===== src/hw/rtl/bbcd_pkg.sv =====
`timescale 1ns / 1ps
// ----------------------------------------------------------------------------
// bbcd_pkg
// Shared types and constants of the buffer cache directory.
// ----------------------------------------------------------------------------
package bbcd_pkg;

  localparam int SLOTS_DEF = 32;
  localparam logic [7:0] CNT_MAX = 8'd255;

  typedef enum logic [1:0] {
    OP_READ    = 2'd0,
    OP_RELEASE = 2'd1,
    OP_PIN     = 2'd2,
    OP_UNPIN   = 2'd3
  } op_t;

  typedef enum logic [1:0] {
    ST_OK     = 2'd0,
    ST_NOFREE = 2'd1,
    ST_UNDER  = 2'd2
  } status_t;

  typedef enum logic [1:0] {
    S_IDLE,
    S_SCAN,
    S_EXEC,
    S_FIN
  } state_t;

  typedef struct packed {
    logic [7:0]  tdev;
    logic [31:0] tblk;
    logic        in_use;
    logic        dv;
    logic [7:0]  cnt;
    logic [31:0] ft;
  } entry_t;

  typedef struct packed {
    logic accept;
    logic scan;
    logic exec;
    logic load_out;
  } ctl_cmd_t;

  typedef struct packed {
    logic is_read;
    logic stop;
  } dp_sts_t;

endpackage


===== src/hw/rtl/bbcd_ctrl.sv =====
`timescale 1ns / 1ps
// ----------------------------------------------------------------------------
// bbcd_ctrl
// Sequencer: accept, slot scan (reads only), execute, hand result to the output register.
// ----------------------------------------------------------------------------
module bbcd_ctrl (
  input  logic               clk,
  input  logic               rst_n,
  input  logic               in_valid,
  output logic               in_ready,
  output logic               out_valid,
  input  logic               out_ready,
  input  bbcd_pkg::dp_sts_t  sts,
  output bbcd_pkg::ctl_cmd_t cmd
);
  import bbcd_pkg::*;

  state_t state_r, state_nxt;
  logic   out_valid_r, out_valid_nxt;

  always_ff @(posedge clk) begin
    if (!rst_n) begin
      state_r     <= S_IDLE;
      out_valid_r <= 1'b0;
    end else begin
      state_r     <= state_nxt;
      out_valid_r <= out_valid_nxt;
    end
  end

  always_comb begin
    state_nxt     = state_r;
    cmd           = '0;
    in_ready      = 1'b0;
    out_valid_nxt = out_valid_r && !out_ready;
    case (state_r)
      S_IDLE: begin
        in_ready = 1'b1;
        if (in_valid) begin
          cmd.accept = 1'b1;
          state_nxt  = sts.is_read ? S_SCAN : S_EXEC;
        end
      end
      S_SCAN: begin
        cmd.scan = 1'b1;
        if (sts.stop) state_nxt = S_EXEC;
      end
      S_EXEC: begin
        cmd.exec  = 1'b1;
        state_nxt = S_FIN;
      end
      S_FIN: begin
        // wait for room in the output register
        if (!out_valid_r || out_ready) begin
          cmd.load_out  = 1'b1;
          out_valid_nxt = 1'b1;
          state_nxt     = S_IDLE;
        end
      end
      default: state_nxt = S_IDLE;
    endcase
  end

  assign out_valid = out_valid_r;

endmodule


===== src/hw/rtl/bbcd_dp.sv =====
`timescale 1ns / 1ps
// ----------------------------------------------------------------------------
// bbcd_dp
// Slot memory, scan comparators, count update and result registers.
// ----------------------------------------------------------------------------
module bbcd_dp #(
  parameter int SLOTS = bbcd_pkg::SLOTS_DEF
) (
  input  logic               clk,
  input  logic               rst_n,
  input  bbcd_pkg::ctl_cmd_t cmd,
  output bbcd_pkg::dp_sts_t  sts,
  input  logic [1:0]         in_op,
  input  logic [7:0]         in_dev,
  input  logic [31:0]        in_block,
  input  logic [4:0]         in_slot_in,
  input  logic [31:0]        in_now,
  output logic [4:0]         out_slot_out,
  output logic               out_hit,
  output logic               out_needs_fill,
  output logic [1:0]         out_status
);
  import bbcd_pkg::*;

  localparam int IW = (SLOTS > 1) ? $clog2(SLOTS) : 1;
  localparam logic [IW-1:0] LAST = IW'(SLOTS - 1);

  entry_t          mem [SLOTS];
  logic            vld_r [SLOTS];
  entry_t          rd_r;
  logic            rd_v_r;
  entry_t          ent;

  logic [1:0]      op_r;
  logic [7:0]      dev_r;
  logic [31:0]     blk_r;
  logic [4:0]      slot_r;
  logic [31:0]     now_r;
  logic            in_rng_r;

  logic [IW-1:0]   idx_r, eidx_r, raddr;
  logic            hit_r, found_r;
  logic [IW-1:0]   hidx_r, vidx_r;
  entry_t          sav_r;
  logic [31:0]     best_r;

  logic            hit_now, take_now;
  logic            wr_en;
  logic [IW-1:0]   waddr;
  entry_t          wdata;
  logic [4:0]      res_slot;
  logic            res_hit, res_fill;
  status_t         res_st;

  assign ent = rd_v_r ? rd_r : '0;
  assign raddr = cmd.accept ? ((in_op == OP_READ) ? '0 : IW'(in_slot_in)) : idx_r;

  assign hit_now  = ent.in_use && (ent.tdev == dev_r) && (ent.tblk == blk_r);
  assign take_now = (ent.cnt == 8'd0) && (!found_r || (ent.ft < best_r));

  assign sts.is_read = (in_op == OP_READ);
  assign sts.stop    = hit_now || (eidx_r == LAST);

  // memory: unwritten entries read as zero through the valid bits
  always_ff @(posedge clk) begin
    if (wr_en) mem[waddr] <= wdata;
    rd_r <= mem[raddr];
  end

  always_ff @(posedge clk) begin
    if (!rst_n) begin
      for (int i = 0; i < SLOTS; i++) vld_r[i] <= 1'b0;
      rd_v_r <= 1'b0;
    end else begin
      if (wr_en) vld_r[waddr] <= 1'b1;
      rd_v_r <= vld_r[raddr];
    end
  end

  always_ff @(posedge clk) begin
    if (!rst_n) begin
      hit_r   <= 1'b0;
      found_r <= 1'b0;
    end else if (cmd.accept) begin
      hit_r   <= 1'b0;
      found_r <= 1'b0;
    end else if (cmd.scan) begin
      if (hit_now) begin
        hit_r <= 1'b1;
      end else if (take_now) begin
        found_r <= 1'b1;
      end
    end
  end

  always_ff @(posedge clk) begin
    eidx_r <= raddr;
    idx_r  <= raddr + IW'(1);
    if (cmd.accept) begin
      op_r     <= in_op;
      dev_r    <= in_dev;
      blk_r    <= in_block;
      slot_r   <= in_slot_in;
      now_r    <= in_now;
      in_rng_r <= (32'(in_slot_in) < SLOTS);
    end
    if (cmd.scan) begin
      if (hit_now) begin
        hidx_r <= eidx_r;
        sav_r  <= ent;
      end else if (take_now) begin
        vidx_r <= eidx_r;
        best_r <= ent.ft;
      end
    end
  end

  always_comb begin
    wr_en    = 1'b0;
    waddr    = IW'(slot_r);
    wdata    = ent;
    res_slot = slot_r;
    res_hit  = 1'b0;
    res_fill = 1'b0;
    res_st   = ST_OK;
    if (op_r == OP_READ) begin
      if (hit_r) begin
        wr_en     = cmd.exec;
        waddr     = hidx_r;
        wdata     = sav_r;
        wdata.dv  = 1'b1;
        if (sav_r.cnt != CNT_MAX) wdata.cnt = sav_r.cnt + 8'd1;
        res_slot  = 5'(hidx_r);
        res_hit   = 1'b1;
        res_fill  = !sav_r.dv;
      end else if (found_r) begin
        wr_en        = cmd.exec;
        waddr        = vidx_r;
        wdata.tdev   = dev_r;
        wdata.tblk   = blk_r;
        wdata.in_use = 1'b1;
        wdata.dv     = 1'b1;
        wdata.cnt    = 8'd1;
        wdata.ft     = best_r;
        res_slot     = 5'(vidx_r);
        res_fill     = 1'b1;
      end else begin
        res_slot = '0;
        res_st   = ST_NOFREE;
      end
    end else if (in_rng_r) begin
      if (op_r == OP_PIN) begin
        wr_en = cmd.exec;
        if (ent.cnt != CNT_MAX) wdata.cnt = ent.cnt + 8'd1;
      end else if (ent.cnt == 8'd0) begin
        res_st = ST_UNDER;
      end else begin
        wr_en     = cmd.exec;
        wdata.cnt = ent.cnt - 8'd1;
        // only a release stamps the free time
        if (op_r == OP_RELEASE && ent.cnt == 8'd1) wdata.ft = now_r;
      end
    end
  end

  // result held from execute until loaded into the output register
  logic [4:0] rs_slot_r;
  logic       rs_hit_r, rs_fill_r;
  logic [1:0] rs_st_r;

  always_ff @(posedge clk) begin
    if (cmd.exec) begin
      rs_slot_r <= res_slot;
      rs_hit_r  <= res_hit;
      rs_fill_r <= res_fill;
      rs_st_r   <= res_st;
    end
    if (cmd.load_out) begin
      out_slot_out   <= rs_slot_r;
      out_hit        <= rs_hit_r;
      out_needs_fill <= rs_fill_r;
      out_status     <= rs_st_r;
    end
  end

endmodule


===== src/hw/rtl/block_buffer_cache_directory.sv =====
`timescale 1ns / 1ps
// Scan: a read scans the slot memory, one slot memory read per cycle, with early
//   exit on a hit; release/pin/unpin skip the scan.
// Throughput: one word at a time; next word accepted the cycle after the result
//   is loaded into the output register, which waits while the output stalls.
// Reset: rst_n synchronous active low clears the FSM, output valid and the
//   per-slot valid bits, so every slot reads as zero after reset.
// ----------------------------------------------------------------------------
// block_buffer_cache_directory
// Buffer cache directory with reference counts and oldest-free replacement.
// ----------------------------------------------------------------------------
module block_buffer_cache_directory #(
  parameter int SLOTS = bbcd_pkg::SLOTS_DEF
) (
  input  logic        clk,
  input  logic        rst_n,
  input  logic        in_valid,
  output logic        in_ready,
  input  logic [1:0]  in_op,
  input  logic [7:0]  in_dev,
  input  logic [31:0] in_block,
  input  logic [4:0]  in_slot_in,
  input  logic [31:0] in_now,
  output logic        out_valid,
  input  logic        out_ready,
  output logic [4:0]  out_slot_out,
  output logic        out_hit,
  output logic        out_needs_fill,
  output logic [1:0]  out_status
);
  import bbcd_pkg::*;

  ctl_cmd_t cmd;
  dp_sts_t  sts;

  bbcd_ctrl u_ctrl (
    .clk      (clk),
    .rst_n    (rst_n),
    .in_valid (in_valid),
    .in_ready (in_ready),
    .out_valid(out_valid),
    .out_ready(out_ready),
    .sts      (sts),
    .cmd      (cmd)
  );

  bbcd_dp #(.SLOTS(SLOTS)) u_dp (
    .clk           (clk),
    .rst_n         (rst_n),
    .cmd           (cmd),
    .sts           (sts),
    .in_op         (in_op),
    .in_dev        (in_dev),
    .in_block      (in_block),
    .in_slot_in    (in_slot_in),
    .in_now        (in_now),
    .out_slot_out  (out_slot_out),
    .out_hit       (out_hit),
    .out_needs_fill(out_needs_fill),
    .out_status    (out_status)
  );

endmodule


===== config.mk =====
export PLATFORM = sky130hd
export DESIGN_NAME = block_buffer_cache_directory
export DESIGN_NICKNAME = d
export VERILOG_FILES = /design/src/hw/rtl/bbcd_pkg.sv /design/src/hw/rtl/bbcd_ctrl.sv /design/src/hw/rtl/bbcd_dp.sv /design/src/hw/rtl/block_buffer_cache_directory.sv
export SDC_FILE = /design/constraint.sdc
export NUM_CORES = 2
export LEC_CHECK = 0
export BUFFER_PORTS_ARGS = -buffer_cell sky130_fd_sc_hd__buf_2
export CORE_UTILIZATION = 55
export DETAILED_ROUTE_END_ITERATION = 10
export GPL_TIMING_DRIVEN = 0
export PLACE_DENSITY = 0.76
export SYNTH_ARGS = -nofsm -noshare
export SYNTH_HDL_FRONTEND = slang
export SYNTH_HIERARCHICAL = 1
export SYNTH_SLANG_ARGS = --single-unit

===== constraint.sdc =====
create_clock -name clk -period 15.31 [get_ports clk]
set_input_delay 3.062 -clock clk [delete_from_list [all_inputs] [get_ports clk]]
set_output_delay 3.062 -clock clk [all_outputs]
set_load 0.1 [all_outputs]

==> reports/summary.txt <==
Met2 Track Usage GR: 49.5%
FF-to-FF Start: u_dp/rd_v_r
Routed via count: 68,000
Reg2reg end: u_dp/best_r[22]
Synth cell types: 67
CP Capture Type: flip-flop
VDD IR max: 0.000140 V
CTS Buf Count: 303
Finish-stage setup viols: 0
Peak Freq: 112 MHz
Crit Path Class: flip-flop to flip-flop
Post-synth EDFFs: 2,845
Post-DR wirelength/cell: 35.9 µm
P_leak: 44.1 nW
Post-synth top flop: edfxtp_1
Total Routing Usage GR: 33.8%
Port bufs: 93
Worst r2r path cells: 19
Global-route wire length before repair: 493,000 µm
CTS tree: done
# IOs: 94
Vias in the first global route: 66,800
CP max FO: 10
Net count, final: 7,020
Global route overflow: 0
Hpwl dp: 234,000 µm
Syn Std Cell Area: 115,000 µm²
Syn avg cell area: 18.3 µm²
Final Max Slew Viols: 59
GRT busiest layer: met2
Share of cells above drive strength 1: 21.8%
DR iter-0 viols: 12,100
Worst slack, placed: 6.53 ns
Die X: 460 µm
Max-cap violations: 7
Residual DRC: 0
Minimum clock period: 8.95 ns
Final WS setup: 6.36 ns
Row count: 167
Synth async-reset ratio: 0%
Final WL: 356,000 µm
PostCTS Resize Cnt: 0
Yosys warns: 6
Hold_buf cts: 0
Post-CTS setup buffers: 0
Footprint of the multi-input gates: 26,000 µm²
Deepest clock path buffer count: 4
Relative slew slack: -7.85%
Cells after synthesis: 6,298
Worst EP arrival: 9.58 ns
Clock Sinks: 2,975
WHS Path Cells: 0
Initial antenna violation count: 25
Clock slew at reported path FFs: 0.06 ns
Largest net degree at the start of global routing: 56
Critical Path Source: u_dp/rd_v_r
Hold Crit Endpoint: u_dp/out_status[0]
Failing checks: capacitance limit, slew limit
Syn nets: 6,422
Required time worst endpoint: 15.94 ns
Final ANT Viol Nets: 0
Die Area: 212,000 µm²
H-tree Lvls: 5
Seq/Total Area, Yosys: 76.3%
RSZ-0062 raised after global routing: false
Worst-Skew Late Latency: 0.96 ns
Status: finished with violations
Min-Delay Path Class: flip-flop to flip-flop
Fillers: 13,400
Worst-Margin Slew: 1.61 ns
Origin of the worst min-delay path: u_dp/rs_st_r[0]
Initial DRT Pass Iterations: 10
Via-to-Cell Ratio: 6.85
Clk root buf: clkbuf_16
Setup TNS: 0 ns
Min Hold Slack: 0.424 ns
Met3 global-route usage: 10.6%
Sequential cell area: 88,000 µm²
Skew final: 0.0608 ns
Pwr Density: 186 nW/µm²
Core ar.: 208,000 µm²
GP Congestion: 0.959
CP Launch Type: flip-flop
R2R setup slack: 6.36 ns
Die Y-Extent: 460 µm
Starting density of the core: 55.5%
Met1 Use GR: 43.8%
Final Cycle Share: 58.4%
Area delta synth->final: 15.6%
FF+latch count, synth: 2,975
Fin. Hold Viols: 0
sequential cells by signal, summed over array words and instances (netlist names), 8 cells and up:
signal,flops
u_dp/rd_r,82
u_dp/best_r,32
u_dp/vld_r,32
u_dp/sav_r,82
u_dp/blk_r,32
u_dp/mem,2624
u_dp/dev_r,8
u_dp/now_r,32
cell usage after synthesis, drive strengths merged (7+ instances only):
| cell type | instances | area [µm²] |
|---|---|---|
| edfxtp | 2845 | 85400 |
| nand2 | 871 | 3270 |
| mux4 | 585 | 13200 |
| a21oi | 351 | 1760 |
| buf | 178 | 1030 |
| nand3 | 178 | 891 |
| clkbuf | 173 | 649 |
| dfxtp | 130 | 2600 |
| nor2 | 109 | 409 |
| o21ai | 106 | 531 |
| inv | 94 | 355 |
| or4 | 66 | 495 |
| mux2i | 57 | 571 |
| a22oi | 50 | 375 |
| and2 | 50 | 313 |
| ha | 41 | 513 |
| nand4 | 41 | 257 |
| and3 | 39 | 244 |
| o21a | 35 | 263 |
| o22ai | 31 | 194 |
| a222oi | 27 | 270 |
| a31oi | 27 | 190 |
| nor2b | 27 | 169 |
| a21o | 19 | 143 |
| nor4 | 18 | 113 |
| a311o | 15 | 150 |
| nor3 | 15 | 75.1 |
| xnor2 | 14 | 123 |
| a221oi | 9 | 78.8 |
| o311ai | 8 | 70.1 |
| mux2 | 7 | 78.8 |
| o211ai | 7 | 57.6 |
| xor2 | 7 | 61.3 |
power breakdown:
part / switching (mW) / total [mW] / leakage (nW) / internal (mW)
logic: 5.03 / 7.65 / 12.2 / 2.62
registers: 0.304 / 9.97 / 27.2 / 9.67
clock network: 3.02 / 7.15 / 4.61 / 4.13
total: 8.35 / 24.8 / 44.1 / 16.4
how the worst max path moves through the flow:
stage,to,slack [ns],depth (start not counted)
CTS,u_dp/best_r[21],7.15,19
finish,u_dp/best_r[22],6.36,19
global placement,u_dp/mem[8][78],1.58,10
detailed placement,u_dp/rd_r[42],6.53,13
floorplan,u_dp/rd_r[26],7.83,13
global route,u_dp/best_r[19],6.52,19
critical path, cell delays in order, from the launching register on:
cell and delay (ns):
dfxtp_1 0.32, clkbuf_1 0.92, clkbuf_1 0.88, clkbuf_1 1.01
clkbuf_1 0.99, clkbuf_1 0.80, nand2_1 0.22, inv_1 0.16
ha_1 0.24, o21ai_0 0.15, a31oi_1 0.06, o21ai_0 0.15
a21oi_1 0.12, o311ai_0 0.49, a21oi_1 0.35, nor4_2 0.77
buf_4 0.32, buf_4 0.22, buf_4 0.20, buf_4 0.21
cell type report:
cell class	count	share of cell area, %
Sequential cell	2975	66.0
Buffer	351	1.27
Clock buffer	406	6.24
Inverter	98	0.277
Tap cell	2788	2.61
Multi-Input combinational cell	2874	19.5
Clock inverter	121	0.822
Timing Repair Buffer	293	3.34
Antenna cell	11	0.0206
per-stage QoR:
step | power, mW | cell area, µm² | util [%] | cells
final | 24.8 | 133000 | 64.2 | 9917
after global routing | 25.3 | 133000 | 64.2 | 9909
after CTS | 24.5 | 133000 | 64.2 | 9906
after detailed placement | 17.4 | 124000 | 59.7 | 9379
after global placement | 17.1 | 119000 | 57.4 | 9179
after floorplan | 14.4 | 115000 | - | 6298
cell usage in the layout, fill, tap and decap left out, types with 56 or more instances in the layout:
master and n:
edfxtp_1 2845, nand2_1 870, mux4_2 585, a21oi_1 348
clkbuf_16 308, clkbuf_1 239, nand3_1 178, buf_2 160
dfxtp_1 130, buf_12 109, inv_1 89, nor2_1 77
o21ai_2 69, or4_1 66, mux2i_1 57, buf_1 56
logic make-up after synthesis:
group	after synthesis	share of synthesized area [%]
AO/OA/AOI/OAI	722	3.82
XOR/XNOR	21	0.159
adder cells (fa/ha/maj)	41	0.444
buffers and inverters	449	1.78
flip-flops	2975	76.3
multiplexers	649	12.0
AND/OR/NAND/NOR	1441	5.57
layer usage:
metal / routed length (µm) / part of all wire (%)
met1: 118000 / 33
met2: 157000 / 44
met3: 53800 / 15
met4: 27600 / 7.7
met5: 117 / 0.033
No activity file was read; power rests on OpenSTA's default activity.
